$ cat src/itd_pkg.sv
// Shared types and constants for the inspiration trigger detector.
// Holds the configuration record, the sensitivity codes and the fixed
// interpolation and reciprocal constants. Depends on nothing.
package itd_pkg;

	localparam int FLOW_W     = 16;
	localparam int TIME_W     = 16;
	localparam int VOL_W      = 16;
	localparam int PEEP_W     = 10;
	localparam int LOCK_W     = 16;
	localparam int CFG_IDX_W  = 3;
	localparam int CFG_DATA_W = 16;

	// Volume breakpoints of the lockout interpolation.
	localparam logic [VOL_W-1:0] VOL_ADULT_LO = 16'd250;
	localparam logic [VOL_W-1:0] VOL_ADULT_HI = 16'd1900;
	localparam logic [VOL_W-1:0] VOL_CHILD_LO = 16'd50;
	localparam int               SPAN_W       = 11;
	localparam logic [SPAN_W-1:0] ADULT_SPAN  = 11'd1650;
	localparam logic [SPAN_W-1:0] CHILD_SPAN  = 11'd200;

	localparam logic [PEEP_W-1:0] PEEP_LIMIT   = 10'd140;
	localparam logic [LOCK_W-1:0] LOCKOUT_L0P  = 16'd300;
	localparam logic [LOCK_W-1:0] LOCKOUT_L1P  = 16'd500;

	// x/3 for x below 2^17 is exactly (x * 43691) >> 17.
	localparam int                RECIP3_W     = 16;
	localparam logic [RECIP3_W-1:0] RECIP3     = 16'd43691;
	localparam int                RECIP3_SHIFT = 17;

	// t/750 for any 16-bit t is exactly (t * 89479) >> 26.
	localparam int                 RECIP750_W     = 17;
	localparam logic [RECIP750_W-1:0] RECIP750    = 17'd89479;
	localparam int                 RECIP750_SHIFT = 26;
	localparam int                 ELAPSED_W      = 7;

	localparam int PROD_W = 29;

	typedef enum logic [2:0] {
		SENS_OFF   = 3'd0,
		SENS_L0P   = 3'd1,
		SENS_L1P   = 3'd2,
		SENS_L2    = 3'd3,
		SENS_L3    = 3'd4,
		SENS_L4    = 3'd5,
		SENS_L5    = 3'd6,
		SENS_OTHER = 3'd7
	} sens_t;

	typedef enum logic [CFG_IDX_W-1:0] {
		CFG_SENS      = 3'd0,
		CFG_PEEP      = 3'd1,
		CFG_ADULT_MIN = 3'd2,
		CFG_ADULT_MAX = 3'd3,
		CFG_CHILD_MIN = 3'd4,
		CFG_CHILD_MAX = 3'd5
	} cfg_idx_t;

	typedef struct packed {
		sens_t              sens;
		logic [PEEP_W-1:0]  peep;
		logic [LOCK_W-1:0]  adult_min;
		logic [LOCK_W-1:0]  adult_max;
		logic [LOCK_W-1:0]  child_min;
		logic [LOCK_W-1:0]  child_max;
	} cfg_t;

	// Timing terms formed in the first stage and judged in the second.
	typedef struct packed {
		logic signed [PROD_W-1:0] prod_vol;
		logic signed [PROD_W-1:0] prod_time;
		logic                     adult;
		logic                     fixed_sel;
		logic                     fixed_ok;
		logic [ELAPSED_W-1:0]     elapsed;
	} time_terms_t;

endpackage

$ cat src/itd_cfg.sv
// Configuration register file of the inspiration trigger detector.
// Depends on itd_pkg for the register record and index codes.
module itd_cfg (
	input  logic                              clk,
	input  logic                              arst_n,
	input  logic                              cfg_valid,
	input  logic [itd_pkg::CFG_IDX_W-1:0]     cfg_index,
	input  logic [itd_pkg::CFG_DATA_W-1:0]    cfg_data,
	output itd_pkg::cfg_t                     cfg
);

	itd_pkg::cfg_t cfg_q;

	always_ff @(posedge clk or negedge arst_n) begin
		if (!arst_n) begin
			cfg_q.sens      <= itd_pkg::SENS_OFF;
			cfg_q.peep      <= 10'd50;
			cfg_q.adult_min <= 16'd300;
			cfg_q.adult_max <= 16'd1000;
			cfg_q.child_min <= 16'd300;
			cfg_q.child_max <= 16'd600;
		end else if (cfg_valid) begin
			// Indexes beyond the list are ignored.
			unique case (itd_pkg::cfg_idx_t'(cfg_index))
				itd_pkg::CFG_SENS:      cfg_q.sens      <= itd_pkg::sens_t'(cfg_data[2:0]);
				itd_pkg::CFG_PEEP:      cfg_q.peep      <= cfg_data[itd_pkg::PEEP_W-1:0];
				itd_pkg::CFG_ADULT_MIN: cfg_q.adult_min <= cfg_data;
				itd_pkg::CFG_ADULT_MAX: cfg_q.adult_max <= cfg_data;
				itd_pkg::CFG_CHILD_MIN: cfg_q.child_min <= cfg_data;
				itd_pkg::CFG_CHILD_MAX: cfg_q.child_max <= cfg_data;
				default: ;
			endcase
		end
	end

	assign cfg = cfg_q;

endmodule

$ cat src/itd_filter.sv
// Flow filter of the inspiration trigger detector: holds the flow history
// and phase bit, forms the filtered flow and the rise against the history.
// Depends on itd_pkg for widths and the divide-by-three reciprocal.
module itd_filter (
	input  logic                               clk,
	input  logic                               arst_n,
	input  logic                               advance,
	input  logic signed [itd_pkg::FLOW_W-1:0]  flow,
	output logic signed [itd_pkg::FLOW_W-1:0]  delta,
	output logic                               compute
);

	localparam int SUM_W  = itd_pkg::FLOW_W + 2;
	localparam int MAG_W  = SUM_W - 1;
	localparam int MUL_W  = MAG_W + itd_pkg::RECIP3_W;

	logic signed [itd_pkg::FLOW_W-1:0] hist_q;
	logic                              phase_q;
	logic signed [SUM_W-1:0]           sum;
	logic                              neg;
	logic [MAG_W-1:0]                  mag;
	logic [MUL_W-1:0]                  prod;
	logic [itd_pkg::FLOW_W-1:0]        quot;
	logic signed [itd_pkg::FLOW_W-1:0] filt;

	always_comb begin
		sum  = SUM_W'(flow) + (SUM_W'(hist_q) <<< 1);
		neg  = sum[SUM_W-1];
		mag  = neg ? MAG_W'(-sum) : MAG_W'(sum);
		prod = MUL_W'(mag) * MUL_W'(itd_pkg::RECIP3);
		quot = prod[itd_pkg::RECIP3_SHIFT +: itd_pkg::FLOW_W];
		// Division by three truncates toward zero, so negate the magnitude quotient.
		filt = neg ? itd_pkg::FLOW_W'(-quot) : quot;
	end

	assign delta   = filt - hist_q;
	assign compute = phase_q;

	always_ff @(posedge clk or negedge arst_n) begin
		if (!arst_n) begin
			hist_q  <= '0;
			phase_q <= 1'b0;
		end else if (advance) begin
			phase_q <= ~phase_q;
			if (phase_q) begin
				hist_q <= filt;
			end
		end
	end

endmodule

$ cat src/itd_timing.sv
// Timing terms of the inspiration trigger detector: the interpolated
// lockout, reduced to two products for a division-free compare, the
// elapsed time over 750 and the fixed lockouts. Depends on itd_pkg.
module itd_timing (
	input  itd_pkg::cfg_t                    cfg,
	input  logic [itd_pkg::TIME_W-1:0]       expiration_time,
	input  logic [itd_pkg::VOL_W-1:0]        inspired_volume,
	output itd_pkg::time_terms_t             terms
);

	localparam int DIFF_W = itd_pkg::LOCK_W + 1;
	localparam int TQ_W   = itd_pkg::TIME_W + itd_pkg::RECIP750_W;

	logic                               adult;
	logic [itd_pkg::VOL_W-1:0]          vol_c;
	logic [itd_pkg::SPAN_W-1:0]         x_off;
	logic [itd_pkg::SPAN_W-1:0]         span;
	logic [itd_pkg::LOCK_W-1:0]         lo_val;
	logic [itd_pkg::LOCK_W-1:0]         hi_val;
	logic signed [DIFF_W-1:0]           rise;
	logic signed [DIFF_W-1:0]           t_off;
	logic [TQ_W-1:0]                    tq;

	always_comb begin
		adult = inspired_volume >= itd_pkg::VOL_ADULT_LO;
		if (adult) begin
			vol_c  = (inspired_volume > itd_pkg::VOL_ADULT_HI) ?
			         itd_pkg::VOL_ADULT_HI : inspired_volume;
			x_off  = itd_pkg::SPAN_W'(vol_c - itd_pkg::VOL_ADULT_LO);
			span   = itd_pkg::ADULT_SPAN;
			lo_val = cfg.adult_min;
			hi_val = cfg.adult_max;
		end else begin
			vol_c  = (inspired_volume < itd_pkg::VOL_CHILD_LO) ?
			         itd_pkg::VOL_CHILD_LO : inspired_volume;
			x_off  = itd_pkg::SPAN_W'(vol_c - itd_pkg::VOL_CHILD_LO);
			span   = itd_pkg::CHILD_SPAN;
			lo_val = cfg.child_min;
			hi_val = cfg.child_max;
		end
		rise  = DIFF_W'(hi_val) - DIFF_W'(lo_val);
		t_off = DIFF_W'(expiration_time) - DIFF_W'(lo_val);

		// The lockout test te >= lo + trunc(x*rise/span) becomes a compare of
		// x*rise against (te - lo)*span in the next stage.
		terms.prod_vol  = itd_pkg::PROD_W'($signed({1'b0, x_off})) *
		                  itd_pkg::PROD_W'(rise);
		terms.prod_time = itd_pkg::PROD_W'(t_off) *
		                  itd_pkg::PROD_W'($signed({1'b0, span}));
		terms.adult     = adult;

		tq = TQ_W'(expiration_time) * TQ_W'(itd_pkg::RECIP750);
		terms.elapsed = tq[itd_pkg::RECIP750_SHIFT +: itd_pkg::ELAPSED_W];

		unique case (cfg.sens)
			itd_pkg::SENS_L0P: begin
				terms.fixed_sel = 1'b1;
				terms.fixed_ok  = expiration_time >= itd_pkg::LOCKOUT_L0P;
			end
			itd_pkg::SENS_L1P: begin
				terms.fixed_sel = 1'b1;
				terms.fixed_ok  = expiration_time >= itd_pkg::LOCKOUT_L1P;
			end
			default: begin
				terms.fixed_sel = 1'b0;
				terms.fixed_ok  = 1'b0;
			end
		endcase
	end

endmodule

$ cat src/inspiration_trigger_detect.sv
// Top level of the inspiration trigger detector.
// Instantiates itd_cfg, itd_filter and itd_timing; depends on itd_pkg.
//
// Usage: flow samples enter on the sample channel (sample_valid with
// measured_flow, expiration_time, inspired_volume; the block drives
// sample_stall). Every sample gives exactly one item on the result channel
// (result_valid with trigger_detected; the receiver drives result_stall).
// Registers are written through cfg_valid, cfg_index and cfg_data while the
// block is idle; cfg_ready is always high.
// The datapath is an input register, a stage register behind the filter and
// timing logic, and a result register behind the trigger compare. A new sample
// is taken every cycle while sample_stall is low; the loop from the flow history
// register through the divide-by-three multiplier back into it allows that rate.
// Reset clears the pipeline, the flow history and the phase bit, and loads
// the register defaults. When the receiver stalls, the result register holds
// and the stages behind it keep filling until each holds an item; only then
// is sample_stall raised, and it falls as soon as the result is taken.
module inspiration_trigger_detect (
	input  logic                                clk,
	input  logic                                arst_n,
	input  logic                                sample_valid,
	output logic                                sample_stall,
	input  logic signed [itd_pkg::FLOW_W-1:0]   measured_flow,
	input  logic [itd_pkg::TIME_W-1:0]          expiration_time,
	input  logic [itd_pkg::VOL_W-1:0]           inspired_volume,
	output logic                                result_valid,
	input  logic                                result_stall,
	output logic                                trigger_detected,
	input  logic                                cfg_valid,
	output logic                                cfg_ready,
	input  logic [itd_pkg::CFG_IDX_W-1:0]       cfg_index,
	input  logic [itd_pkg::CFG_DATA_W-1:0]      cfg_data
);

	localparam int CMP_W = itd_pkg::FLOW_W + 2;
	localparam int THR_W = 5;

	itd_pkg::cfg_t cfg;

	logic                              valid_s1;
	logic signed [itd_pkg::FLOW_W-1:0] flow_s1;
	logic [itd_pkg::TIME_W-1:0]        te_s1;
	logic [itd_pkg::VOL_W-1:0]         vol_s1;

	logic                              valid_s2;
	logic signed [itd_pkg::FLOW_W-1:0] delta_s2;
	logic                              compute_s2;
	itd_pkg::time_terms_t              terms_s2;

	logic                              valid_q;
	logic                              trig_q;

	logic                              rdy_out;
	logic                              rdy_2;
	logic                              rdy_1;
	logic                              adv1;
	logic                              adv2;

	logic signed [itd_pkg::FLOW_W-1:0] delta;
	logic                              compute;
	itd_pkg::time_terms_t              terms;

	logic [THR_W-1:0]                  thr;
	logic [THR_W-1:0]                  margin;
	logic                              low_peep;
	logic signed [CMP_W-1:0]           delta_x;
	logic signed [CMP_W-1:0]           bound_time;
	logic signed [CMP_W-1:0]           bound_margin;
	logic signed [itd_pkg::PROD_W:0]   time_hi;
	logic                              lock_ok;
	logic                              trig;

	assign cfg_ready = 1'b1;

	itd_cfg u_cfg (
		.clk       (clk),
		.arst_n    (arst_n),
		.cfg_valid (cfg_valid),
		.cfg_index (cfg_index),
		.cfg_data  (cfg_data),
		.cfg       (cfg)
	);

	// Each stage moves when the one ahead of it is empty or moving.
	assign rdy_out      = !valid_q || !result_stall;
	assign rdy_2        = !valid_s2 || rdy_out;
	assign rdy_1        = !valid_s1 || rdy_2;
	assign adv1         = valid_s1 && rdy_2;
	assign adv2         = valid_s2 && rdy_out;
	assign sample_stall = !rdy_1;

	always_ff @(posedge clk or negedge arst_n) begin
		if (!arst_n) begin
			valid_s1 <= 1'b0;
		end else if (rdy_1) begin
			valid_s1 <= sample_valid;
		end
	end

	always_ff @(posedge clk) begin
		if (sample_valid && rdy_1) begin
			flow_s1 <= measured_flow;
			te_s1   <= expiration_time;
			vol_s1  <= inspired_volume;
		end
	end

	itd_filter u_filter (
		.clk     (clk),
		.arst_n  (arst_n),
		.advance (adv1),
		.flow    (flow_s1),
		.delta   (delta),
		.compute (compute)
	);

	itd_timing u_timing (
		.cfg             (cfg),
		.expiration_time (te_s1),
		.inspired_volume (vol_s1),
		.terms           (terms)
	);

	always_ff @(posedge clk or negedge arst_n) begin
		if (!arst_n) begin
			valid_s2 <= 1'b0;
		end else if (rdy_2) begin
			valid_s2 <= valid_s1;
		end
	end

	always_ff @(posedge clk) begin
		if (adv1) begin
			delta_s2   <= delta;
			compute_s2 <= compute;
			terms_s2   <= terms;
		end
	end

	// Threshold and margin from the sensitivity level and the PEEP band.
	always_comb begin
		low_peep = cfg.peep <= itd_pkg::PEEP_LIMIT;
		margin   = 5'd4;
		unique case (cfg.sens)
			itd_pkg::SENS_L0P: begin
				thr    = 5'd6;
				margin = 5'd2;
			end
			itd_pkg::SENS_L1P: thr = 5'd8;
			itd_pkg::SENS_L2:  thr = low_peep ? 5'd11 : 5'd13;
			itd_pkg::SENS_L3:  thr = low_peep ? 5'd13 : 5'd15;
			itd_pkg::SENS_L4:  thr = low_peep ? 5'd14 : 5'd16;
			itd_pkg::SENS_L5:  thr = low_peep ? 5'd16 : 5'd18;
			itd_pkg::SENS_OFF,
			itd_pkg::SENS_OTHER: thr = 5'd11;
			default: thr = 5'd11;
		endcase
	end

	always_comb begin
		delta_x      = CMP_W'(delta_s2);
		bound_time   = CMP_W'(thr) - CMP_W'(terms_s2.elapsed);
		bound_margin = CMP_W'(thr) - CMP_W'(margin);

		// A positive quotient truncates down, a negative one up, so the
		// strict and non-strict forms of the product compare differ.
		time_hi = (itd_pkg::PROD_W + 1)'(terms_s2.prod_time) +
		          (terms_s2.adult ? (itd_pkg::PROD_W + 1)'(itd_pkg::ADULT_SPAN) :
		                            (itd_pkg::PROD_W + 1)'(itd_pkg::CHILD_SPAN));
		if (terms_s2.fixed_sel) begin
			lock_ok = terms_s2.fixed_ok;
		end else if (terms_s2.prod_vol[itd_pkg::PROD_W-1]) begin
			lock_ok = terms_s2.prod_vol <= terms_s2.prod_time;
		end else begin
			lock_ok = (itd_pkg::PROD_W + 1)'(terms_s2.prod_vol) < time_hi;
		end

		trig = compute_s2 && (cfg.sens != itd_pkg::SENS_OFF) && lock_ok &&
		       (delta_x >= bound_time) && (delta_x >= bound_margin);
	end

	always_ff @(posedge clk or negedge arst_n) begin
		if (!arst_n) begin
			valid_q <= 1'b0;
		end else if (rdy_out) begin
			valid_q <= valid_s2;
		end
	end

	always_ff @(posedge clk) begin
		if (adv2) begin
			trig_q <= trig;
		end
	end

	assign result_valid     = valid_q;
	assign trigger_detected = trig_q;

endmodule

$ cat config.mk
export PLATFORM = sky130hd
export DESIGN_NAME = inspiration_trigger_detect
export DESIGN_NICKNAME = d
export VERILOG_FILES = /design/src/itd_pkg.sv /design/src/itd_cfg.sv /design/src/itd_filter.sv /design/src/itd_timing.sv /design/src/inspiration_trigger_detect.sv
export SDC_FILE = /design/constraint.sdc
export NUM_CORES = 2
export LEC_CHECK = 0
export BUFFER_PORTS_ARGS = -buffer_cell sky130_fd_sc_hd__clkbuf_2
export CAP_MARGIN = 10
export CORE_ASPECT_RATIO = 0.7
export CORE_MARGIN = 4
export CORE_UTILIZATION = 60
export CTS_CLUSTER_DIAMETER = 30
export CTS_CLUSTER_SIZE = 30
export DETAILED_ROUTE_END_ITERATION = 7
export PLACE_DENSITY = 0.77
export SYNTH_ARGS = -nofsm -noshare
export SYNTH_HDL_FRONTEND = slang
export SYNTH_HIERARCHICAL = 1
export SYNTH_SLANG_ARGS = --single-unit
$ cat constraint.sdc
create_clock -name clk -period 13.4 [get_ports clk]
set_input_delay 0.67 -clock clk [delete_from_list [all_inputs] [get_ports clk]]
set_output_delay 0.67 -clock clk [all_outputs]
set_load 0.03 [all_outputs]
==> impl_metrics.json <==
{
  "synth_xor_area_share_pct": 5.04,
  "ys_ff_latch": 231,
  "drt_iter0_drc": 2557,
  "stdcell_count": 4966,
  "cts_tree": "built",
  "cts_buffers": 52,
  "multi_input_area_um2": 28100,
  "yosys.area.top_type": "fa_1",
  "drive_gt1_share_pct": 9.21,
  "synth.top_cell.area_share_pct": 23.6,
  "ant_nets": 0,
  "tightestPinTransition_ps": 1250,
  "clkSinkCount": 231,
  "cp_max_fo": 6,
  "synthCells": 4019,
  "synth_top_family_by_area": "adder cells",
  "rsz0062_at_grt": "no",
  "r2r-end": "delta_s2[15]",
  "worstPathRequired_ps": 13740,
  "dieArea_um2": 67900,
  "grt_pass1_wl_mm": 158,
  "synthAdderAreaFrac_pct": 43.2,
  "critPathMaxStageDelay_ps": 960,
  "die_y_um": 219,
  "placed_cells": 4865,
  "timing.setup.tns_ps": 0,
  "route.detailed.drc": 0,
  "timing.fmax_ghz": 0.0800,
  "maxCapViolCount": 0,
  "min_path_type": "primary input to asynchronous set/reset pin",
  "cts_buffer_depth": 3,
  "outcome": "finished clean",
  "post-cts-setup-buffers": 0,
  "end_kind": "flip-flop",
  "gp_congestion": 0.981,
  "routed_via_density": 5.80,
  "cpMaxStageDelayCell": "a2111oi_0",
  "fin_crit_sh_pct": 93.3,
  "arrival_ps": 12840,
  "synthTopCellsByArea": "fa_1, ha_1, edfxtp_1, inv_1, dfrtp_1",
  "ctsRootBufferMaster": "clkbuf_16",
  "overflow": 0,
  "final_max_slew_viol_count": 0,
  "pin_count": 76,
  "nets": 5210,
  "grt_pass1_vias": 28871,
  "postSynth.asyncResetShare_pct": 42.0,
  "syn_area_per_cell_um2": 9.51,
  "drt-total-wl_mm": 98.5,
  "die_x_um": 310,
  "seq_area_frac_synth_pct": 16.9,
  "crit_top_cell": "fa_1",
  "crit_type": "flip-flop to flip-flop",
  "firstDrtPassIters": 6,
  "cp-start-kind": "flip-flop",
  "ctsHoldBuffers": 0,
  "ys_types": 121,
  "post-dp-hpwl_mm": 81.4,
  "synth_edf_count": 134,
  "row_count": 77,
  "core_um2": 63100,
  "r2r-start": "u_filter/hist_q[0]",
  "clock_skew_ps": 31.6,
  "final-setup-viol-count": 0,
  "fillCellCount": 4945,
  "wire_per_inst_um": 19.8,
  "relSlewSlack_pct": 16.1,
  "grt_max_degree": 61,
  "period_needed_ps": 12500,
  "yosys.area_share.simple_pct": 11.1,
  "area_growth_pct": 8.04,
  "port_buffers": 74,
  "clkTransAtPathRegs_ps": 50,
  "synth_compound_area_share_pct": 10.8,
  "antenna_found_initial": 1,
  "start_util_pct": 60.6,
  "synth_warnings": 6,
  "seqCellArea_um2": 6480,
  "ff2ff_path_depth": 40,
  "postCtsResizedCells": 0,
  "clock_latency_ps": 610,
  "cts.htree.levels": 2,
  "finalHoldViolations": 0,
  "r2r_slack_ps": 900,
  "critical_path.startpoint": "u_filter/hist_q[0]",
  "dr_total_vias": 28820,
  "synthFlopType": "edfxtp_1",
  "synth.area.mux_share_pct": 3.36,
  "synthesis.area_um2": 38200,
  "track_usage_pct": 29.9
}
==> per-layer routing <==
| metal | share of wire [%] | vias up | track usage [%] |
|---|---|---|---|
| met5 | 0.086 | - | 0.945 |
| met4 | 2.0 | 2 | 6.35 |
| met3 | 12 | 137 | 10.1 |
| met2 | 39 | 1304 | 40.8 |
| met1 | 46 | 13986 | 45.7 |
| li1 | - | 13391 | - |
==> through the flow <==
stage	utilization, %	hold slack [ps]	cell area, µm²	worst slack [ps]
CTS	65.4	55.0	41300	1320
finish	65.4	57.2	41300	897
floorplan	-	374	38200	2910
global placement	62.5	475	39400	1610
detailed placement	62.5	490	39400	1350
global route	65.4	91.8	41300	244
==> synthesized netlist by cell type, drive strengths merged, types with 20 or more instances <==
library cell	instances
dfrtp	76
and3	27
mux2	84
a211oi	27
buf	25
nor3	40
a21o	67
clkbuf	55
nand2b	27
edfxtp	134
nor2b	44
dfstp	21
fa	451
xor2	65
o21a	26
inv	863
nand3	60
nand4	33
a21oi	183
o211ai	26
o21bai	24
nand2	332
and2	60
o21ai	100
ha	596
a31oi	22
mux2i	20
nor2	162
xnor2	149
==> cell families (layout without fill, tap and decap cells) <==
kind of cell               Yosys count  after routing
xor gates and xnor gates           215            215
other                                2              5
adders and majority gates         1050           1050
DFF                                231            231
muxes                              104            104
AOI/OAI and AO/OA                  605            605
buffers and inverters              944           1059
and+or+nand+nor                    868            868
==> cell usage in the layout, fill, tap and decap left out, drive strengths merged, types with 76 or more instances in the layout <==
cell type,synthesis,layout
o21ai,100,100
ha,596,596
fa,451,451
xnor2,149,149
dfrtp,76,76
a21oi,183,183
edfxtp,134,134
inv,863,874
clkbuf,55,128
mux2,84,84
nor2,162,162
nand2,332,332
==> worst max-delay path, delay by kind of cell, from the launching register on <==
family	cells	cell delay (ps)
fa+ha+maj	9	3690
buf+inv	3	160
compound gates	11	3240
mux	1	180
flops	1	370
xor+xnor	5	1290
simple gates	11	3300
==> registers in the layout (all words and copies together), names as in the netlist, 16 cells and up <==
register	cells
delta_s2	16
vol_s1	16
u_cfg/cfg	77
u_filter/hist_q	16
terms_s2	68
flow_s1	16
te_s1	16
==> final cells by class <==
type / count / area share (%)
clock inverters: 43 / 1.22
multi-input cells: 2845 / 68.2
repair buffers: 97 / 1.32
diodes: 2 / 0.0121
well taps: 829 / 2.51
flip-flops and latches: 231 / 15.7
clock buffers: 55 / 3.23
inverters: 864 / 7.86
==> worst max path at each step <==
stage | cells after the start | end
after CTS | 40 | delta_s2[15]
after floorplan | 45 | delta_s2[15]
after global placement | 44 | delta_s2[15]
after detailed placement | 40 | delta_s2[15]
after global routing | 40 | delta_s2[15]
final | 40 | delta_s2[15]
Power is not shown: default switching activity piles up to over one toggle a cycle in this logic, so the estimate is an artifact.
